## config.mk

```make
export PLATFORM = sky130hd
export DESIGN_NAME = aspq_ram
export DESIGN_NICKNAME = d
export VERILOG_FILES = /design/src/rtl/aspq_ram.sv
export SDC_FILE = /design/constraint.sdc
export NUM_CORES = 1
export LEC_CHECK = 0
export BUFFER_PORTS_ARGS = -buffer_cell sky130_fd_sc_hd__buf_4
export CAP_MARGIN = 5
export CORE_MARGIN = 2
export CORE_UTILIZATION = 35
export DETAILED_ROUTE_END_ITERATION = 7
export GPL_TIMING_DRIVEN = 1
export PLACE_DENSITY = 0.54
export SETUP_SLACK_MARGIN = 0.3
export SYNTH_ARGS = -nofsm -noshare
export SYNTH_HDL_FRONTEND = slang
export SYNTH_SLANG_ARGS = --single-unit
```

## constraint.sdc

```tcl
create_clock -name clk_i -period 2.6 [get_ports clk_i]
set_input_delay 0.65 -clock clk_i [delete_from_list [all_inputs] [get_ports clk_i]]
set_output_delay 0.65 -clock clk_i [all_outputs]
set_load 0.01 [all_outputs]
```

## src/rtl/aspq_ram.sv

```systemverilog
`timescale 1ns / 1ps
module aspq_ram #(
  parameter int unsigned Width = 8,
  parameter int unsigned Depth = 16
) (
  input  logic                     clk_i,
  input  logic                     we_i,
  input  logic [$clog2(Depth)-1:0] waddr_i,
  input  logic [Width-1:0]         wdata_i,
  input  logic [$clog2(Depth)-1:0] raddr_i,
  output logic [Width-1:0]         rdata_o
);
  logic [Width-1:0] mem_q [Depth];

  always_ff @(posedge clk_i) begin
    if (we_i) begin
      mem_q[waddr_i] <= wdata_i;
    end
    rdata_o <= mem_q[raddr_i];
  end
endmodule

```

==> impl_metrics.csv, run 1 <==
group,metric,value,unit
cells_and_area,seqCellArea,0.00400,mm²
setup_path,worstPathArrival,2.06,ns
cells_and_area,layout_common_cells,"edfxtp_1 (128), buf_4 (46), mux4_2 (18)",
setup_path,end_kind,"flop",
cells_and_area,syn_to_final_growth,20.0,%
placement,hpwl,6620,µm
timing,rsz0062_at_grt,"false",
floorplanning,row_count,44,
cells_and_area,multi_input_area,0.00106,mm²
clock_network,cts_resized,0,
setup_path,worstSetupPathType,"input port to flop",
clock_network,clock_latency,0.41,ns
timing,hold_viol_final,0,
cells_and_area,antenna_cells,0,
grt,grt.total_usage,0.142,
setup_path,required,2.88,ns
floorplanning,die_x,125,µm
timing,fmax,0.563,GHz
detailed_routing,drt_iter0_markers,192,
grt,antenna_found_initial,0,
timing,finClkSkew,0.00490,ns
power_and_ir_drop,power.switching,943,µW
power_and_ir_drop,p_seq_frac,0.505,
power_and_ir_drop,power_density,792,mW/mm²
cells_and_area,nFillCells,1288,
timing,worst-slew-pin-transition,0.492,ns
run,maxCapViolCount,0,
grt,grt_use_met1,0.203,
power_and_ir_drop,p_clk_frac,0.445,
timing,setup_violations,0,
detailed_routing,drt_wl_total,10200,µm
synth,synthCells,229,
placement,globalplace.congestion,0.733,
clock_network,post_cts_buffers,0,
grt,grt_max_degree,33,
grt,grt_use_met2,0.212,
grt,grt_pass1_wl,15900,µm
grt,grt_pass1_vias,2594,
cells_and_area,utilization,0.428,
setup_path,r2r_setup_slack,1.23,ns
clock_network,clockBufferDepth,2,
floorplanning,die_y,125,µm
timing,period_share,0.683,
synth,synth-seq-cells,136,
synth,synth_nets,247,
cells_and_area,layout_commonest_cell,"edfxtp_1",
grt,busiest_layer,"met2",
floorplanning,start_util,0.357,
detailed_routing,routedWlPerCell,21.2,µm
power_and_ir_drop,leakage,0.00209,µW
timing,slew_headroom,0.672,
detailed_routing,drc_errors,0,
floorplanning,core,0.0144,mm²
placement,port_buffers,25,
grt,overflow,0,
detailed_routing,firstDrtPassIters,4,
timing,slew_violations,0,
clock_network,hold_buffers,0,
detailed_routing,via_count,2410,
power_and_ir_drop,power.internal,3950,µW
setup_path,cp_max_fo,16,
grt,gr-usage-met3,0.0415,
synth,syn_area,0.00515,mm²
cells_and_area,drive_gt1_frac,0.300,
power_and_ir_drop,switching_share,0.193,
hold_path,min_path_type,"input port to flop",
clock_network,clock-root-buffer,"clkbuf_16",
detailed_routing,via_per_inst,5.01,
outcome,status,"completed",
cells_and_area,nNetsFinal,302,
synth,seq_area_frac_synth,0.778,
power_and_ir_drop,comb_power_share,0.050,
detailed_routing,ant_nets,0,
setup_path,crit_path_start_kind,"input port",
synth,ys_warn_count,0,
clock_network,tritoncts,"done",
power_and_ir_drop,vdd_ir_drop_max,0.000434,V
clock_network,clkTransAtPathRegs,0.05,ns
timing,tns,0,ns
synth,syn_avg_cell_area,22.5,µm²
floorplanning,io_pins,26,
timing,min_period,1.78,ns
clock_network,cts.sinks,136,
clock_network,cts.htree.levels,4,
synth,yosysUniqueCellTypes,19,
power_and_ir_drop,power,4890,µW
clock_network,cts_made_buffers,17,
floorplanning,die_area,0.0157,mm²
==> cell usage after synthesis, drive strengths merged <==
| master | n | area, µm² |
|---|---|---|
| a22oi | 16 | 120 |
| edfxtp | 128 | 3840 |
| nor2 | 13 | 48.8 |
| clkdlybuf4s25 | 3 | 30.0 |
| or3b | 1 | 8.76 |
| nor2b | 1 | 6.26 |
| dfxtp | 8 | 160 |
| nand2 | 9 | 33.8 |
| and2b | 1 | 7.51 |
| nand2b | 2 | 12.5 |
| nand3b | 2 | 15.0 |
| nor3 | 4 | 20.0 |
| buf | 7 | 56.3 |
| and2 | 1 | 6.26 |
| nand3 | 1 | 5.00 |
| mux4 | 32 | 773 |
==> sequential cells by signal (all words and copies together) (netlist names) <==
name and flops:
mem_q 128, rdata_o 8
==> power groups by stage <==
| stage | logic [µW] | registers, µW | clock network (µW) |
|---|---|---|---|
| 6_report | 246 | 2470 | 2180 |
| 5_1_grt | 271 | 2470 | 2320 |
| 4_1_cts | 254 | 2470 | 2230 |
| 3_5_place_dp | 254 | 2510 | 0 |
| 3_3_place_gp | 250 | 2510 | 0 |
| 2_1_floorplan | 124 | 2510 | 0 |
==> layer usage <==
layer  routed length, µm  vias up
li1                    -     1084
met1                4740     1257
met4                  82        0
met5                   0        -
met3                 502        7
met2                4860       62
==> cell families (layout without fill, tap and decap cells) <==
group / after synthesis / count (layout) / synth area share
flip-flops: 136 / 136 / 0.778
buffers and inverters: 10 / 78 / 0.0168
AND/OR/NAND/NOR: 35 / 35 / 0.0318
multiplexers: 32 / 32 / 0.150
AO/OA/AOI/OAI: 16 / 16 / 0.0233
==> critical path, stage by stage <==
cell and delay [ns]:
buf_4 0.30, buf_4 0.27, mux4_1 0.56, a22oi_1 0.19, nand2_1 0.08
==> per-stage QoR <==
stage | setup WS (ns) | hold WS [ns] | area, µm² | std cells
finish | 0.824 | 0.559 | 6180 | 481
global route | 0.714 | 0.569 | 6180 | 481
CTS | 0.797 | 0.549 | 6180 | 481
detailed placement | 0.359 | 0.678 | 5640 | 449
global placement | 0.380 | 0.670 | 5640 | 449
floorplan | 0.457 | 0.629 | 5150 | 229
==> path summary, 6_finish.rpt <==
| check | from | end | cells after the start |
|---|---|---|---|
| max reg2reg | mem_q[0][7] | rdata_o[7] | 3 |
| min | wdata_i[4] | mem_q[2][4] | 1 |
| max | raddr_i[0] | rdata_o[3] | 5 |
| min reg2reg | mem_q[0][1] | rdata_o[1] | 3 |
==> area by class of cell <==
| type | count | share of cell area |
|---|---|---|
| Multi-Input combinational cell | 83 | 0.171 |
| Sequential cell | 136 | 0.648 |
| Timing Repair Buffer | 46 | 0.0559 |
| Tap cell | 184 | 0.0373 |
| Clock buffer | 27 | 0.0798 |
| Clock inverter | 5 | 0.00790 |
(Power assumes the default switching activity.)
==> run 2, diff against run 1 <==
==> constraint.sdc (replaced) <==
create_clock -name clk_i -period 1.8 [get_ports clk_i]
set_input_delay 0.45 -clock clk_i [delete_from_list [all_inputs] [get_ports clk_i]]
set_output_delay 0.45 -clock clk_i [all_outputs]
set_load 0.01 [all_outputs]
==> impl_metrics.csv, run 2 (synthesis results as in run 1) <==
group,metric,value,unit
timing,min_period,1.37,ns
cells_and_area,largest_register,"mem_q",
detailed_routing,firstDrtPassIters,5,
clock_network,post_cts_buffers,0,
timing,hold_ws,0.349,ns
setup_path,crit_path_start_kind,"input port",
clock_network,tritoncts,"done",
setup_path,end_kind,"flop",
power_and_ir_drop,p_seq_frac,0.485,
cells_and_area,utilization,0.439,
grt,grt_max_degree,29,
hold_path,min_path_type,"input port to flop",
detailed_routing,drc_errors,0,
grt,grt.total_usage,0.140,
setup_path,required,2.09,ns
power_and_ir_drop,power,7340,µW
cells_and_area,largest_register_ff_count,128,
cells_and_area,nNetsFinal,304,
timing,slew_headroom,0.451,
timing,setup_violations,0,
timing,worst-slew-pin-transition,0.821,ns
detailed_routing,drt_wl_total,10100,µm
timing,hold_viol_final,0,
cells_and_area,layout_commonest_cell,"edfxtp_1",
cells_and_area,antenna_cells,0,
detailed_routing,via_count,2381,
outcome,status,"completed",
floorplanning,core,0.0144,mm²
floorplanning,die_area,0.0157,mm²
clock_network,cts_resized,0,
clock_network,cts_made_buffers,17,
clock_network,cts.sinks,136,
detailed_routing,routedWlPerCell,20.9,µm
cells_and_area,syn_to_final_growth,23.1,%
run,maxCapViolCount,0,
grt,antenna_found_initial,0,
placement,dp.cells,451,
setup_path,worstSetupPathType,"input port to flop",
cells_and_area,top_regs,"mem_q: 128 flops, rdata_o: 8 flops",
cells_and_area,layout.cells.non_filler,483,
placement,globalplace.congestion,0.736,
setup_path,worstPathArrival,1.66,ns
setup_path,cp_max_fo,7,
clock_network,clockBufferDepth,2,
power_and_ir_drop,comb_power_share,0.052,
placement,hpwl,6500,µm
power_and_ir_drop,vdd_ir_drop_max,0.000698,V
grt,grt_pass1_vias,2478,
floorplanning,die_y,125,µm
timing,fmax,0.728,GHz
clock_network,clock_latency,0.41,ns
grt,grt_pass1_wl,15700,µm
timing,period_share,0.763,
detailed_routing,ant_nets,0,
power_and_ir_drop,switching_share,0.200,
floorplanning,io_pins,26,
timing,slew_violations,0,
grt,overflow,0,
detailed_routing,drt_iter0_markers,312,
floorplanning,start_util,0.357,
detailed_routing,via_per_inst,4.93,
cells_and_area,layout_common_cells,"edfxtp_1 (128), buf_4 (40), mux4_2 (29)",
clock_network,cts.htree.levels,4,
power_and_ir_drop,power.internal,5870,µW
clock_network,hold_buffers,0,
timing,finClkSkew,0.00478,ns
power_and_ir_drop,leakage,0.00210,µW
cells_and_area,drive_gt1_frac,0.385,
floorplanning,row_count,44,
timing,rsz0062_at_grt,"false",
clock_network,clock-root-buffer,"clkbuf_16",
floorplanning,die_x,125,µm
clock_network,clkTransAtPathRegs,0.06,ns
power_and_ir_drop,p_clk_frac,0.463,
power_and_ir_drop,power.switching,1470,µW
power_and_ir_drop,power_density,1160,mW/mm²
placement,port_buffers,25,
==> run 2: cell types whose count changed in the layout (fill, tap and decap cells not counted), moves of 4 or more <==
cell,previous run,this run
clkbuf_1,7,0
mux4_2,18,29
buf_12,0,8
nor3_1,4,0
mux4_1,14,3
buf_4,46,40
clkinvlp_4,0,4
==> run 2: worst paths after layout <==
path	startpoint	to	slack, ns	cells past startpoint
worst min-delay path	wdata_i[0]	mem_q[7][0]	0.35	1
worst max-delay path	raddr_i[0]	rdata_o[6]	0.43	5
worst max register to register	mem_q[5][3]	rdata_o[3]	0.46	3
worst min register to register	mem_q[14][4]	rdata_o[4]	0.68	3
==> run 2: power groups by stage <==
stage | clock, µW | sequential, µW | combinational (µW)
after floorplan | 0 | 3630 | 198
after global placement | 0 | 3630 | 383
final | 3400 | 3560 | 381
after global routing | 3610 | 3570 | 416
after CTS | 3470 | 3560 | 388
after detailed placement | 0 | 3630 | 388
==> run 2: worst max-delay path: stages <==
cell     delay [ns]
buf_4          0.12
buf_4          0.20
mux4_2         0.51
a22oi_1        0.29
nand2_1        0.08
==> run 2: per-layer routing <==
| layer | track usage | vias up | part of all wire |
|---|---|---|---|
| met5 | 0 | - | 0 |
| met4 | 0.0510 | 0 | 0.010 |
| met3 | 0.0325 | 8 | 0.034 |
| met2 | 0.205 | 48 | 0.47 |
| met1 | 0.205 | 1250 | 0.49 |
| li1 | - | 1075 | - |
==> run 2: area by class of cell <==
type,count,area (µm²)
Clock buffer,17,425
Tap cell,184,230
Multi-Input combinational cell,83,1060
Timing Repair Buffer,48,460
Sequential cell,136,4000
Fill cell,1253,8090
Clock inverter,15,160
==> run 2: stage by stage <==
step                TNS (ns)  cell area (µm²)  setup slack [ns]
finish                     0             6340             0.427
global route               0             6340             0.356
CTS                        0             6330             0.399
detailed placement   -0.0624             5750           -0.0522
global placement     -0.0756             5750           -0.0399
floorplan                  0             5180             0.247
